--- config.mk ---
export PLATFORM = sky130hd
export DESIGN_NAME = ltd_front
export DESIGN_NICKNAME = d
export VERILOG_FILES = /design/src/hw/rtl/ltd_pkg.sv /design/src/hw/rtl/ltd_front.sv
export VERILOG_INCLUDE_DIRS = /design/src /design/src/hw/rtl
export SDC_FILE = /design/constraint.sdc
export NUM_CORES = 1
export LEC_CHECK = 0
export BUFFER_PORTS_ARGS = -buffer_cell sky130_fd_sc_hd__buf_2
export CORE_ASPECT_RATIO = 1.4
export CORE_MARGIN = 2
export CORE_UTILIZATION = 52
export CTS_BUF_LIST = sky130_fd_sc_hd__clkbuf_8
export DETAILED_ROUTE_END_ITERATION = 6
export PLACE_DENSITY = 0.81
export SLEW_MARGIN = 20
export SYNTH_ARGS = -nofsm -noshare
export SYNTH_HDL_FRONTEND = slang
export SYNTH_SLANG_ARGS = --single-unit
--- constraint.sdc ---
create_clock -name clock -period 22.3 [get_ports clock]
set_input_delay 1.115 -clock clock [delete_from_list [all_inputs] [get_ports clock]]
set_output_delay 1.115 -clock clock [all_outputs]
set_load 0.1 [all_outputs]
--- src/hw/rtl/local_timestep_diagonal_defines.svh ---
// Assertion macros for the RTL files; ltd_front uses them.
`ifndef LOCAL_TIMESTEP_DIAGONAL_DEFINES_SVH
`define LOCAL_TIMESTEP_DIAGONAL_DEFINES_SVH

`ifndef SYNTH

// Same-cycle implication.
`define LTD_ASSERT_IMP(label, clk, rst, ante, cons) \
   label: assert property (@(posedge clk) disable iff (rst) (ante) |-> (cons)) \
      else $error("same-cycle check failed");

// Next-cycle implication.
`define LTD_ASSERT_NEXT(label, clk, rst, ante, cons) \
   label: assert property (@(posedge clk) disable iff (rst) (ante) |=> (cons)) \
      else $error("next-cycle check failed");

`else

`define LTD_ASSERT_IMP(label, clk, rst, ante, cons)
`define LTD_ASSERT_NEXT(label, clk, rst, ante, cons)

`endif

`endif

--- src/hw/rtl/ltd_pkg.sv ---
`default_nettype none

package ltd_pkg;

   localparam int FRAC_BITS    = 32;
   localparam int MATRIX_SLOTS = 65536;
   localparam int QUEUE_DEPTH  = 4;
   localparam int QUEUE_PTR_W  = $clog2(QUEUE_DEPTH);
   localparam int QUEUE_CNT_W  = $clog2(QUEUE_DEPTH + 1);
   localparam int DIV_STAGES   = 63;
   localparam int SQRT_STAGES  = 64;
   localparam int HEAT_W       = 34;
   localparam int CFL_W        = 42;
   localparam int CSR_DATA_W   = 42;

   localparam logic [HEAT_W-1:0] HEAT_RESET = 34'd6012954214;
   localparam logic [CFL_W-1:0]  CFL_RESET  = 42'd4294967296;

   localparam logic signed [63:0] ONE_Q      = 64'sd1 <<< FRAC_BITS;
   localparam logic signed [34:0] HEAT_ONE   = 35'sd1 <<< FRAC_BITS;
   localparam logic signed [63:0] SAT_POS    = 64'sh7FFF_FFFF_FFFF_FFFF;
   localparam logic signed [63:0] SAT_NEG    = 64'sh8000_0000_0000_0000;
   localparam logic [63:0]        BAND_LIMIT = 64'd100000 << FRAC_BITS;

   typedef enum logic [0:0] {
      CSR_HEAT_RATIO = 1'b0,
      CSR_CFL_NUMBER = 1'b1
   } csr_index_type;

   typedef struct packed {
      logic [15:0]        diag_slot;
      logic signed [63:0] density;
      logic signed [63:0] x_momentum;
      logic signed [63:0] y_momentum;
      logic signed [63:0] total_energy;
      logic signed [63:0] length_scale;
      logic signed [63:0] cell_area;
      logic               interior_tag_set;
      logic               boundary_tag_set;
      logic               last_node;
   } req_word_type;

   typedef struct packed {
      logic [15:0]        out_slot;
      logic signed [63:0] diagonal_value;
      logic               timestep_bad;
      logic               area_bad;
      logic               state_invalid;
      logic               end_of_sweep;
   } rsp_word_type;

   // queued word: item plus what the front found out about it
   typedef struct packed {
      req_word_type item;
      logic         far;
      logic         rho_bad;
      logic         abad;
   } fq_word_type;

   // context carried alongside each node through the back pipeline
   typedef struct packed {
      logic [15:0]        slot;
      logic               last;
      logic               far;
      logic               invalid;
      logic               abad;
      logic signed [63:0] rho;
      logic signed [63:0] energy;
      logic signed [63:0] len;
      logic signed [63:0] area;
      logic [127:0]       msq;
      logic [62:0]        vel;
      logic [62:0]        aux;
      logic [63:0]        tmag;
      logic               tneg;
   } ctx_type;

   function automatic logic [63:0] magn(input logic signed [63:0] v);
      return v[63] ? 64'(-v) : 64'(v);
   endfunction

   function automatic logic out_of_band(input logic [63:0] m);
      return (m == 64'd0) || (m > BAND_LIMIT);
   endfunction

endpackage

`default_nettype wire

--- src/hw/rtl/ltd_front.sv ---
`default_nettype none

`include "local_timestep_diagonal_defines.svh"

module ltd_front (
   input  wire logic                 clock,
   input  wire logic                 reset,
   input  wire logic                 push,
   input  wire ltd_pkg::req_word_type req_data,
   output logic                      full,
   input  wire logic                 take,
   output logic                      head_valid,
   output ltd_pkg::fq_word_type      head
);

   localparam logic [ltd_pkg::QUEUE_CNT_W-1:0] DEPTH_CNT =
      ltd_pkg::QUEUE_CNT_W'(ltd_pkg::QUEUE_DEPTH);

   ltd_pkg::fq_word_type               mem_ff [ltd_pkg::QUEUE_DEPTH];
   ltd_pkg::fq_word_type               word_in;
   logic [ltd_pkg::QUEUE_PTR_W-1:0]    wr_ptr_ff, wr_ptr_in;
   logic [ltd_pkg::QUEUE_PTR_W-1:0]    rd_ptr_ff, rd_ptr_in;
   logic [ltd_pkg::QUEUE_CNT_W-1:0]    count_ff, count_in;
   logic                               accept;

   assign full       = (count_ff == DEPTH_CNT);
   assign head_valid = (count_ff != '0);
   assign head       = mem_ff[rd_ptr_ff];
   assign accept     = push && !full;

   // classify the node on the way in
   always_comb begin
      word_in.item    = req_data;
      word_in.far     = !(req_data.interior_tag_set || req_data.boundary_tag_set);
      word_in.rho_bad = (req_data.density <= 64'sd0);
      word_in.abad    = ltd_pkg::out_of_band(ltd_pkg::magn(req_data.cell_area));
   end

   always_comb begin
      wr_ptr_in = accept ? wr_ptr_ff + 1'b1 : wr_ptr_ff;
      rd_ptr_in = take ? rd_ptr_ff + 1'b1 : rd_ptr_ff;
      count_in  = count_ff;
      if (accept && !take) begin
         count_in = count_ff + 1'b1;
      end else if (take && !accept) begin
         count_in = count_ff - 1'b1;
      end
   end

   always_ff @(posedge clock) begin
      if (reset) begin
         wr_ptr_ff <= '0;
         rd_ptr_ff <= '0;
         count_ff  <= '0;
      end else begin
         wr_ptr_ff <= wr_ptr_in;
         rd_ptr_ff <= rd_ptr_in;
         count_ff  <= count_in;
      end
   end

   always_ff @(posedge clock) begin
      if (accept) begin
         mem_ff[wr_ptr_ff] <= word_in;
      end
   end

   `LTD_ASSERT_IMP(a_count_bound, clock, reset, 1'b1, count_ff <= DEPTH_CNT)
   `LTD_ASSERT_IMP(a_take_nonempty, clock, reset, take, count_ff != '0)
   `LTD_ASSERT_NEXT(a_count_up, clock, reset, accept && !take, count_ff == $past(count_ff) + 1'b1)
   `LTD_ASSERT_NEXT(a_count_down, clock, reset, take && !accept, count_ff == $past(count_ff) - 1'b1)

endmodule

`default_nettype wire

==> flow_summary.yaml <==
status:
  status: "finished clean"
hold_path:
  min_from: "req_data[119]"
  hold_path_class: "in -> reg"
  min_path_cells: 1
  hold-path-endpoint: "mem_ff[0][122]"
clocking:
  tritoncts: "yes"
  clk_pin_slew_worst_paths_ns: 0.07
  clk_latency_ns: 0.96
  numCtsBuffers: 221
  cts_setup_buffers: 0
  hold_buffers: 0
  cts_resized: 0
  cts_root_buf: "clkbuf_8"
  htreeDepth: 4
  clock_sinks: 1633
  clockBufferDepth: 3
detailed_routing:
  totalWireLength_um: 134600
  num_vias: 30092
  drc: 0
  vias_per_cell: 5.826
  ant_nets: 0
  drt_iter0_drc: 2313
  dr.pass1.iters: 6
  post_drt_wl_per_cell_um: 26.06
layout:
  nFillCells: 7722
  final_core_util_pct: 60.96
  area.sequential_um2: 48950
  multi_input_area_um2: 11260
  drive_above_1_share_pct: 43.17
  final_net_count: 3849
  syn_to_final_growth_pct: 16.49
synth:
  async_flop_share_pct: 0
  synth.distinct_cells: 68
  synth-edff-count: 1624
  synthAdderAreaFrac_pct: 0.1361
  ys_ff_latch: 1633
  synth-xor-area-share_pct: 0.2021
  synth_top_family_by_area: "multiplexers"
  synth_flop_cell: "edfxtp_1"
  yosysTopAreaCellShare_pct: 80.39
  synthTopCellsByCount: "edfxtp_1 (1624), mux4_2 (406), buf_1 (59)"
  seq_area_frac_synth_pct: 80.68
  yosysTopAreaCell: "edfxtp_1"
  synth-compound-area-share_pct: 1.079
  synthSimpleGateAreaFrac_pct: 1.926
  netlist_area_um2: 60660
  postSynthCellCount: 2473
  synth_nets: 2886
  yosys-mux-area-fraction_pct: 15.21
  synth.area.top_cells: "edfxtp_1 (80%), mux4_2 (15%), buf_1 (0.37%)"
  ys_warn_count: 0
  syn_area_per_cell_um2: 24.53
  synth_most_common_cell: "edfxtp_1"
die:
  pin_count: 815
  die_y_um: 408.1
  die_w_um: 292.7
  coreArea_um2: 115900
  row_count: 148
  die-area_um2: 119400
  start_util_pct: 52.33
sta:
  final_hold_viol_count: 0
  min_period_over_period_pct: 31.52
  drv_slew: 0
  relSlewSlack_pct: 28.62
  fin_setup_tns_ns: 0
  worst_pin_slew_ns: 1.071
  finalSetupViolations: 0
  clock_skew_ns: 0.05952
  fmaxAchievable_mhz: 142.3
  finalCriticalPeriod_ns: 7.028
  rsz0062_at_grt: "no"
place:
  dp_hpwl_um: 87450
  io_buffers: 814
  routabilityCongestion: 0.8610
pwr:
  pwr_density_cell_nw_per_um2: 112.4
  leakage_nw: 23.51
  vdd_ir_drop_max_mv: 0.1025
  finalPower_mw: 7.942
global_route:
  grt.total_usage_pct: 22.37
  grt_start_max_net_pins: 136
  antenna_found_initial: 58
  first_global_vias: 31151
  grt_pass1_wl_um: 196700
  grt-ovfl-total: 0
critical_path:
  r2r-start: "count_ff[0]"
  r2r-end: "mem_ff[0][237]"
  worstPathArrival_ns: 5.91
  rrSetupSlack_ns: 17.44
  cp_max_fo: 104
  crit_type: "reg -> out"
  crit_path_start_kind: "register"
  r2r_cells: 6
  cp-end-kind: "output port"
  cp.required_ns: 21.19
run:
  max_cap_viol_count: 0
==> registers in the layout (all words and copies together) (netlist names), named ones only <==
| register | cells |
|---|---|
| count_ff | 3 |
| wr_ptr_ff | 2 |
| mem_ff | 1624 |
| rd_ptr_ff | 2 |
==> how the worst max path moves through the flow <==
stage / from / endpoint / cells past startpoint
finish: register / head[371] / 6
global route: register / head[371] / 6
CTS: register / head[371] / 6
detailed placement: register / head[235] / 6
global placement: register / head[241] / 6
floorplan: push / mem_ff[0][0] / 3
==> worst max-delay path, stage by stage (launching register included) <==
cell,delay [ns]
dfxtp_4,0.80
buf_12,0.59
buf_4,0.70
buf_4,0.78
buf_4,0.78
mux4_2,0.63
buf_2,0.32
==> where the power goes <==
part	total (mW)	internal [mW]	switching (mW)
clock network	2.05	0.989	1.06
registers	3.79	3.72	0.0716
logic	2.11	0.383	1.72
total	7.94	5.09	2.86
==> area by class of cell <==
class / instances / area share (%)
Sequential cell: 1633 / 69.28
Multi-Input combinational cell: 718 / 15.94
Timing Repair Buffer: 851 / 6.229
Clock buffer: 225 / 4.382
Tap cell: 1500 / 2.656
Clock inverter: 176 / 1.278
Antenna cell: 51 / 0.1806
Inverter: 11 / 0.05843
==> cell families after synthesis <==
logic type,count (synthesis)
AOI/OAI and AO/OA,92
buffers and inverters,122
adders and majority gates,6
xor gates and xnor gates,14
DFF,1633
muxes,414
and+or+nand+nor,192
==> metrics by stage <==
| stage | instances | cell area [um^2] | setup WS [ns] | hold WS (ns) |
|---|---|---|---|---|
| 4_1_cts | 5114 | 70540 | 14.95 | 0.2538 |
| 6_report | 5165 | 70670 | 15.27 | 0.3660 |
| 3_3_place_gp | 4713 | 66540 | 16.07 | 0.4743 |
| 5_1_grt | 5147 | 70620 | 14.67 | 0.3065 |
| 2_1_floorplan | 2473 | 60660 | 10.79 | 0.4614 |
| 3_5_place_dp | 4713 | 66540 | 16.10 | 0.4904 |
==> layer usage <==
layer	wire length [um]	global-route usage [%]
met5	180	0
met4	6786	12.04
met3	12990	7.032
met2	69120	37.46
met1	45540	25.74
==> cell usage in the layout (no fill, tap or decap), types with 4 or more instances in the layout <==
| cell | netlist | layout |
|---|---|---|
| a21oi_1 | 18 | 18 |
| a31oi_1 | 8 | 8 |
| a32oi_1 | 8 | 8 |
| and2_4 | 0 | 4 |
| and3_1 | 4 | 4 |
| buf_12 | 0 | 4 |
| buf_2 | 5 | 814 |
| buf_4 | 0 | 33 |
| bufinv_16 | 0 | 4 |
| clkbuf_8 | 0 | 225 |
| clkinv_1 | 0 | 56 |
| clkinv_2 | 0 | 29 |
| dfxtp_1 | 9 | 7 |
| diode_2 | 0 | 51 |
| edfxtp_1 | 1624 | 1624 |
| ha_1 | 5 | 5 |
| inv_1 | 11 | 85 |
| inv_12 | 0 | 5 |
| mux2i_1 | 7 | 7 |
| mux4_2 | 406 | 406 |
| nand2_1 | 25 | 25 |
| nand3_1 | 8 | 8 |
| nand4_1 | 11 | 11 |
| nor2_1 | 42 | 42 |
| nor3_1 | 18 | 18 |
| nor4_1 | 34 | 34 |
| nor4_2 | 6 | 6 |
| nor4b_1 | 4 | 4 |
| o2111ai_1 | 6 | 6 |
| o21ai_0 | 18 | 18 |
| o31ai_1 | 5 | 5 |
| or3_1 | 5 | 5 |
| or4_1 | 5 | 5 |
| xnor2_1 | 6 | 6 |
| xor2_1 | 8 | 8 |
Power figures use the tool's default switching activity.
